$ cat config.mk
export PLATFORM = sky130hd
export DESIGN_NAME = tbpf_front
export DESIGN_NICKNAME = d
export VERILOG_FILES = /design/src/rtl/tbpf_pkg.sv /design/src/rtl/tbpf_front.sv
export SDC_FILE = /design/constraint.sdc
export NUM_CORES = 1
export LEC_CHECK = 0
export ABC_AREA = 1
export BUFFER_PORTS_ARGS = -buffer_cell sky130_fd_sc_hd__buf_2
export CORE_MARGIN = 10
export CORE_UTILIZATION = 50
export CTS_BUF_LIST = sky130_fd_sc_hd__clkbuf_4
export DETAILED_ROUTE_END_ITERATION = 16
export GPL_ROUTABILITY_DRIVEN = 0
export PLACE_DENSITY = 0.78
export SYNTH_ARGS = -nofsm -noshare
export SYNTH_HDL_FRONTEND = slang
export SYNTH_SLANG_ARGS = --single-unit
export TNS_END_PERCENT = 30
$ cat constraint.sdc
create_clock -name clk_i -period 5.1 [get_ports clk_i]
set_clock_uncertainty 0.1 [all_clocks]
set_input_delay 0.765 -clock clk_i [delete_from_list [all_inputs] [get_ports clk_i]]
set_output_delay 0.765 -clock clk_i [all_outputs]
set_load 0.05 [all_outputs]
$ cat src/rtl/tbpf_pkg.sv
// Package for the tiled background pixel fetch block.
// Holds request and result types, kind codes, mode codes and sizes.
`default_nettype none
package tbpf_pkg;
  localparam int unsigned VideoHalfwords = 49152;
  localparam int unsigned PaletteEntries = 512;
  localparam int unsigned PaddrW = 9;

  localparam logic [1:0] KindVram   = 2'd0;
  localparam logic [1:0] KindPal    = 2'd1;
  localparam logic [1:0] KindQuery  = 2'd2;
  localparam logic [1:0] KindUnused = 2'd3;

  localparam logic [2:0] ModeNone   = 3'd0;
  localparam logic [2:0] ModeText   = 3'd1;
  localparam logic [2:0] ModeAffine = 3'd2;
  localparam logic [2:0] ModeBmp16  = 3'd3;
  localparam logic [2:0] ModeBmp8   = 3'd4;
  localparam logic [2:0] ModeBmpSm  = 3'd5;

  localparam logic [1:0] RegControl = 2'd0;
  localparam logic [1:0] RegMode    = 2'd1;
  localparam logic [1:0] RegPage    = 2'd2;

  typedef struct packed {
    logic [1:0]  kind;
    logic [15:0] mem_address;
    logic [15:0] write_value;
    logic [9:0]  pixel_x;
    logic [9:0]  pixel_y;
  } req_t;

  typedef struct packed {
    logic [7:0] red;
    logic [7:0] green;
    logic [7:0] blue;
    logic       opaque;
  } res_t;

  // Queue entry between front and back.
  typedef struct packed {
    logic [1:0]  kind;
    logic [15:0] mem_address;
    logic [15:0] write_value;
    logic [9:0]  pixel_x;
    logic [9:0]  pixel_y;
  } job_t;
endpackage
`default_nettype wire

$ cat src/rtl/tbpf_front.sv
// Front part: accepts requests and queues them for the back part.
// Depends on tbpf_pkg.
`default_nettype none
module tbpf_front (
  input  wire logic           clk_i,
  input  wire logic           rst_ni,
  input  wire logic           start_i,
  input  wire tbpf_pkg::req_t req_i,
  output logic                busy_o,
  input  wire logic           pop_i,
  output logic                avail_o,
  output tbpf_pkg::job_t      job_o
);
  tbpf_pkg::job_t q_q [2];
  logic [1:0] cnt_q, cnt_d;
  logic push;

  assign busy_o  = (cnt_q == 2'd2);
  assign avail_o = (cnt_q != 2'd0);
  assign job_o   = q_q[0];
  assign push    = start_i && !busy_o && (req_i.kind != tbpf_pkg::KindUnused);

  always_comb begin
    cnt_d = cnt_q;
    if (push && !(pop_i && avail_o)) begin
      cnt_d = cnt_q + 2'd1;
    end else if (!push && pop_i && avail_o) begin
      cnt_d = cnt_q - 2'd1;
    end
  end

  always_ff @(posedge clk_i or negedge rst_ni) begin
    if (!rst_ni) begin
      cnt_q <= 2'd0;
    end else begin
      cnt_q <= cnt_d;
    end
  end

  always_ff @(posedge clk_i) begin
    if (pop_i && avail_o) begin
      q_q[0] <= q_q[1];
      if (push) begin
        if (cnt_q == 2'd1) q_q[0] <= req_i;
        else q_q[1] <= req_i;
      end
    end else if (push) begin
      if (cnt_q == 2'd0) q_q[0] <= req_i;
      else q_q[1] <= req_i;
    end
  end
endmodule
`default_nettype wire

==> out/qor.yml, run 1 <==
status:
  status: "finished, final reports clean"
power_and_ir_drop:
  p_leak_nw: 2.18
  seqPwrFrac_pct: 44.9
  clkPwrFrac_pct: 14.2
  switchingPower_mw: 1.39
  pwr-share-comb_pct: 40.9
  p_int_mw: 1.75
  power_density_nw_per_um2: 617
  peakVddDrop_mv: 0.428
  switching_share_pct: 44.3
worst_setup_path:
  crit_arrival_ps: 2640
  cp-end-kind: "flip-flop"
  critPathKind: "reg -> reg"
  cp_max_fo: 34
  reg2reg_to: "q_q[0][87]"
  r2r_cells: 6
  r2r-start: "cnt_q[0]"
  reg2reg_slack_ps: 2500
  critPathLaunchType: "flip-flop"
  crit_required_ps: 5150
detailed_routing:
  dr.pass1.iters: 4
  via_per_inst: 4.90
  wl_per_cell_um: 16.4
  first_iter_violations: 127
  postRouteWirelength_um: 8950
  ant_nets: 0
  vias: 2682
  drc: 0
cts:
  cts_made_buffers: 9
  path_clk_slew_ps: 170
  cts_hold_buf: 1
  post_cts_resized: 0
  post-cts-setup-buffers: 0
  cts_sinks: 110
  clk_path_buf_depth: 2
  ctsRootBufferMaster: "clkbuf_4"
  htree_levels: 3
  clock_latency_ps: 440
  cts_tree: "done"
layout:
  post-route-cell-area_sq_um: 5090
  ff_latch_area_sq_um: 3290
  multi_input_area_sq_um: 863
  final_cells: 547
  nFillCells: 793
  drive_gt1_share_pct: 32.0
  area_growth_pct: 8.66
  nets: 491
sta:
  worst_slack_ps: 2500
  hold_viol: 0
  slew_viol_final: 0
  tightestPinTransition_ps: 1130
  period_share_pct: 50.9
  maxClockFrequency_ghz: 0.385
  finalSetupViolations: 0
  rsz0062_at_grt: "false"
  max_slew_margin_pct: 24.3
  min_period_ps: 2600
hold_path:
  hold_start: "req_i[41]"
  whs_endpoint: "q_q[0][95]"
  hold_class: "in -> reg"
  hold_depth: 1
place:
  place_ws_ps: 2210
  placed_cells: 529
  dpl_cell_area_sq_um: 4930
  hpwl_um: 6150
  port_buffers: 113
logic_synthesis:
  synth_most_common_cell: "nand2_1"
  synth.top_cells.by_count: "117 x nand2_1, 108 x edfxtp_1, 57 x nand3_1"
  avgSynthCellArea_sq_um: 12.6
  seq_area_frac_synth_pct: 70.3
  async_reset_ff_share_pct: 1.82
  synth_ff_type: "edfxtp_1"
  ys_ff_latch: 110
  synth_top_area_share_pct: 69.2
  synthTopCellsByArea: "edfxtp_1 69%, nand2_1 9.4%, buf_4 8.7%"
  synth_cell_types: 17
  synth-edff-count: 108
  yosysTopAreaCell: "edfxtp_1"
  synth_nets: 433
  yosys_warnings: 0
  synth_cells: 372
  syn_area_sq_um: 4680
global_route:
  grt_overflow: 0
  track_usage_pct: 13.2
  antenna_found_initial: 1
  grt_pass1_wl_um: 14100
  grt_max_degree: 56
  grt_pass1_vias: 2796
floorplan:
  die_h_um: 117
  ios: 114
  core-area_sq_um: 9200
  die_w_um: 117
  die-area_sq_um: 13600
  start_util_pct: 50.9
  rows: 35
flow_run:
  maxCapViolCount: 0
-- final cells by class --
class                   instances  share of cell area, %
clock inverters                 7                   1.60
multi-input cells             184                   17.0
repair buffers                116                   11.9
well taps                     111                   2.73
diodes                          1                 0.0492
flip-flops and latches        110                   64.7
inverters                       9                  0.762
clock buffers                   9                   1.33
-- per-layer routing --
layer / wire (um) / track usage [%] / up-vias / part of all wire, %
li1: - / - / 1335 / -
met1: 3690 / 15.4 / 1252 / 41
met2: 4500 / 22.6 / 83 / 50
met3: 643 / 3.77 / 10 / 7.2
met4: 104 / 5.44 / 2 / 1.2
met5: 13 / 0 / - / 0.15
-- power by group through the flow --
stage	sequential, mW	combinational, mW	clock, mW
floorplan	1.45	1.21	0
global placement	1.43	1.27	0
detailed placement	1.44	1.30	0
CTS	1.41	1.30	0.463
global route	1.44	1.39	0.501
finish	1.41	1.28	0.447
-- cell families (layout without fill, tap and decap cells) --
family	count (synthesis)	in the layout	synth area share (%)
compound gates	2	2	0.267
fa+ha+maj	3	3	0.802
buf+inv	78	141	11.8
flops	110	110	70.3
other cells	0	1	0
simple gates	179	179	16.9
-- worst max-delay path, cell delays in order (launching register included) --
cell and delay [ps]:
dfrtp_1 410, inv_1 80, ha_1 230, inv_1 70
nand3_2 170, a211oi_4 920, buf_12 300
-- sequential cells by signal, indices dropped and copies added (netlist names) --
signal / cells
cnt_q: 2
q_q: 108
-- placed cells by master (no fill, tap or decap), drive strengths merged --
cell type / n
ha: 3
nand2: 120
inv: 11
clkinvlp: 1
dlygate4sd3: 1
bufinv: 1
a211oi: 1
clkinv: 3
edfxtp: 108
o21ai: 1
buf: 115
nand3: 58
diode: 1
nor2: 1
clkbuf: 9
dfrtp: 2
-- through the flow --
stage | utilization, % | setup TNS, ps | total power, mW | hold WS (ps)
5_1_grt | 55.3 | 0 | 3.32 | 352
6_report | 55.3 | 0 | 3.14 | 397
2_1_floorplan | - | -25120 | 2.65 | 369
3_3_place_gp | 53.6 | 0 | 2.70 | 391
3_5_place_dp | 53.6 | 0 | 2.74 | 396
4_1_cts | 55.3 | 0 | 3.18 | 356
-- how the worst max path moves through the flow --
| stage | depth (start not counted) | endpoint | from |
|---|---|---|---|
| floorplan | 5 | q_q[0][0] | cnt_q[0] |
| global placement | 5 | q_q[0][89] | req_i[53] |
| detailed placement | 5 | q_q[0][89] | req_i[53] |
| CTS | 6 | q_q[0][91] | cnt_q[0] |
| global route | 6 | q_q[0][87] | cnt_q[0] |
| finish | 6 | q_q[0][87] | cnt_q[0] |
(Power assumes the default switching activity.)
==> run 2, diff against run 1 <==
Settings changed: CORE_UTILIZATION 50 to 55, PLACE_DENSITY 0.78 to 0.82.
Clock period 5.1 ns to 2.6 ns, I/O delays scaled along.
==> run 2 against run 1 <==
Net effect: first-iteration DRC count rose by 32%; power rose by 96%; final area rose by 4.7%; register-to-register slack got worse by 2000 ps; via count rose by 3.4%; global-route usage rose by 0.42 points; routed wire length rose by 0.18%; combinational power rose by 100%; sequential share of layout area fell by 2.9 points; fmax rose by 21%; worst setup slack got worse by 2000 ps; critical path type unchanged; highest routed layer is now met4.
==> out/qor.yml, run 2 (synthesized netlist as in run 1, its figures left out) <==
layout:
  nFillCells: 649  # -18%
  drive_gt1_share_pct: 30.9  # -1.0 points
  area_growth_pct: 13.7
  largest_reg_flops: 108  # unchanged
  num_antenna_cells: 0  # -1
  final_cells: 564  # +3.1%
  post-route-cell-area_sq_um: 5330  # +4.7%
  nets: 515  # +4.9%
  top_regs: "q_q x108, cnt_q x2"
  final_common_cell: "nand2_1"
  largest-register: "q_q"
  utilization_pct: 64.5  # +9.2 points
  mostFrequentLayoutCells: "117 x nand2_1, 113 x buf_2, 108 x edfxtp_1, 57 x nand3_1, 24 x dlygate4sd3_1"
status:
  status: "finished, final reports clean"
worst_setup_path:
  cp_top_family: "simple AND/OR/NAND/NOR gates"
  critPathKind: "reg -> reg"
  reg2reg_slack_ps: 460  # -2040 ps
  critPathSlowestCell: "dfrtp_1"
  crit_required_ps: 2690  # -2460 ps
  cp_max_fo: 55  # +62%
  cp-end-kind: "flip-flop"
  path_cells: "inv_1 > ha_1 > inv_2 > nand2_4 > inv_2 > nand2_8 > nand2_8 > nand2_1 > nand2_1"
  crit_buf_inv: 3  # unchanged
  crit_arrival_ps: 2230  # -410 ps
  worst_path_largest_cell_delay_ps: 450  # -470 ps
  critPathLaunchType: "flip-flop"
place:
  dpl_cell_area_sq_um: 4950  # +0.41%
  hpwl_um: 5960  # -3.0%
  port_buffers: 113  # unchanged
  placed_cells: 524  # -0.95%
detailed_routing:
  postRouteWirelength_um: 8970  # +0.18%
  vias: 2773  # +3.4%
  wl_per_cell_um: 15.9  # -2.8%
  first_iter_violations: 168  # +32%
  via_per_inst: 4.92  # +0.28%
  ant_nets: 0  # unchanged
  drc: 0  # unchanged
  dr.pass1.iters: 4  # unchanged
sta:
  rsz0062_at_grt: "false"
  fin_hold_ws_ps: 39.9  # -357 ps
  slew_viol_final: 0  # unchanged
  tightestPinTransition_ps: 416  # -717 ps
  max_slew_margin_pct: 72.3  # +48 points
  period_share_pct: 82.3  # +31 points
  min_period_ps: 2140  # -455 ps
  maxClockFrequency_ghz: 0.467  # +21%
  finalSetupViolations: 0  # unchanged
  hold_viol: 0  # unchanged
cts:
  clk_path_buf_depth: 2  # unchanged
  cts_tree: "done"
  path_clk_slew_ps: 170  # about the same
  cts_sinks: 110  # unchanged
  ctsRootBufferMaster: "clkbuf_4"
  cts_made_buffers: 9  # unchanged
  htree_levels: 3  # unchanged
  clock_latency_ps: 430  # about the same
floorplan:
  ios: 114  # unchanged
  die_h_um: 112  # -3.9%
  rows: 33  # -5.7%
  core-area_sq_um: 8260  # -10%
  start_util_pct: 56.7  # +5.8 points
  die_w_um: 112  # -3.9%
  die-area_sq_um: 12600  # -7.6%
global_route:
  met2_usage_pct: 23.3  # +0.72 points
  use_met1_pct: 16.1  # +0.75 points
  grt_max_degree: 56  # unchanged
  busiest_layer: "met2"
  met3_usage_pct: 3.99  # +0.22 points
  grt_pass1_vias: 2704  # -3.3%
  grt_pass1_wl_um: 14100  # unchanged
  grt_overflow: 0  # unchanged
  track_usage_pct: 13.7  # +0.42 points
  antenna_found_initial: 0  # -1
flow_run:
  maxCapViolCount: 0  # unchanged
power_and_ir_drop:
  pwr-share-comb_pct: 41.7  # +0.8 points
  switchingPower_mw: 2.71  # +95%
  clkPwrFrac_pct: 13.5  # -0.7 points
  seqPwrFrac_pct: 44.9  # about the same
  peakVddDrop_mv: 0.878  # +110%
  p_int_mw: 3.46  # +98%
  p_leak_nw: 2.27  # +4.4%
  power_density_nw_per_um2: 1160  # +88%
  switching_share_pct: 43.9  # -0.35 points
hold_path:
  hold_class: "in -> reg"
## run 2: final cells by class
cell class              count  area [sq um]  area share, %
inverters                   9          38.8          0.728
multi-input cells         184           883           16.6
repair buffers            140           841           15.8
clock buffers               9          67.6           1.27
well taps                 105           131           2.47
clock inverters             7          71.3           1.34
flip-flops and latches    110          3290           61.8
## run 2: final timing paths
| check | start | depth (start not counted) | end |
|---|---|---|---|
| setup reg to reg | cnt_q[1] | 9 | q_q[0][36] |
| setup / recovery | cnt_q[1] | 9 | q_q[0][36] |
| hold reg to reg | q_q[0][101] | 2 | q_q[0][47] |
| hold / removal | req_i[17] | 1 | q_q[0][71] |
| min in group asynchronous | rst_ni | 2 | cnt_q[1] |
| max in group asynchronous | rst_ni | 2 | cnt_q[0] |
## run 2: per-stage QoR
step	setup TNS [ps]	total power, mW	setup slack [ps]
3_5_place_dp	0	5.39	436
6_report	0	6.17	460
5_1_grt	0	6.53	223
3_3_place_gp	0	5.30	560
2_1_floorplan	-12710	5.22	-235
4_1_cts	0	6.21	424
## run 2: power by group through the flow
stage | sequential [mW] | clock (mW) | combinational [mW]
2_1_floorplan | 2.80 | 0 | 2.42
3_3_place_gp | 2.80 | 0 | 2.50
3_5_place_dp | 2.81 | 0 | 2.58
4_1_cts | 2.77 | 0.857 | 2.58
5_1_grt | 2.82 | 0.932 | 2.78
6_report | 2.77 | 0.831 | 2.57
## run 2: routing by layer
layer / share of wire (%) / vias to the layer above
met5: 0 / -
met3: 6.2 / 8
met4: 1.1 / 0
met1: 39 / 1297
met2: 53 / 75
li1: - / 1393
## run 2: what timing repair did
action / CTS / global route
resized for setup: 0 / 0
buffers inserted: 0 / 0
endpoints found under the hold margin: 2 / 23
hold buffers: 1 / 23
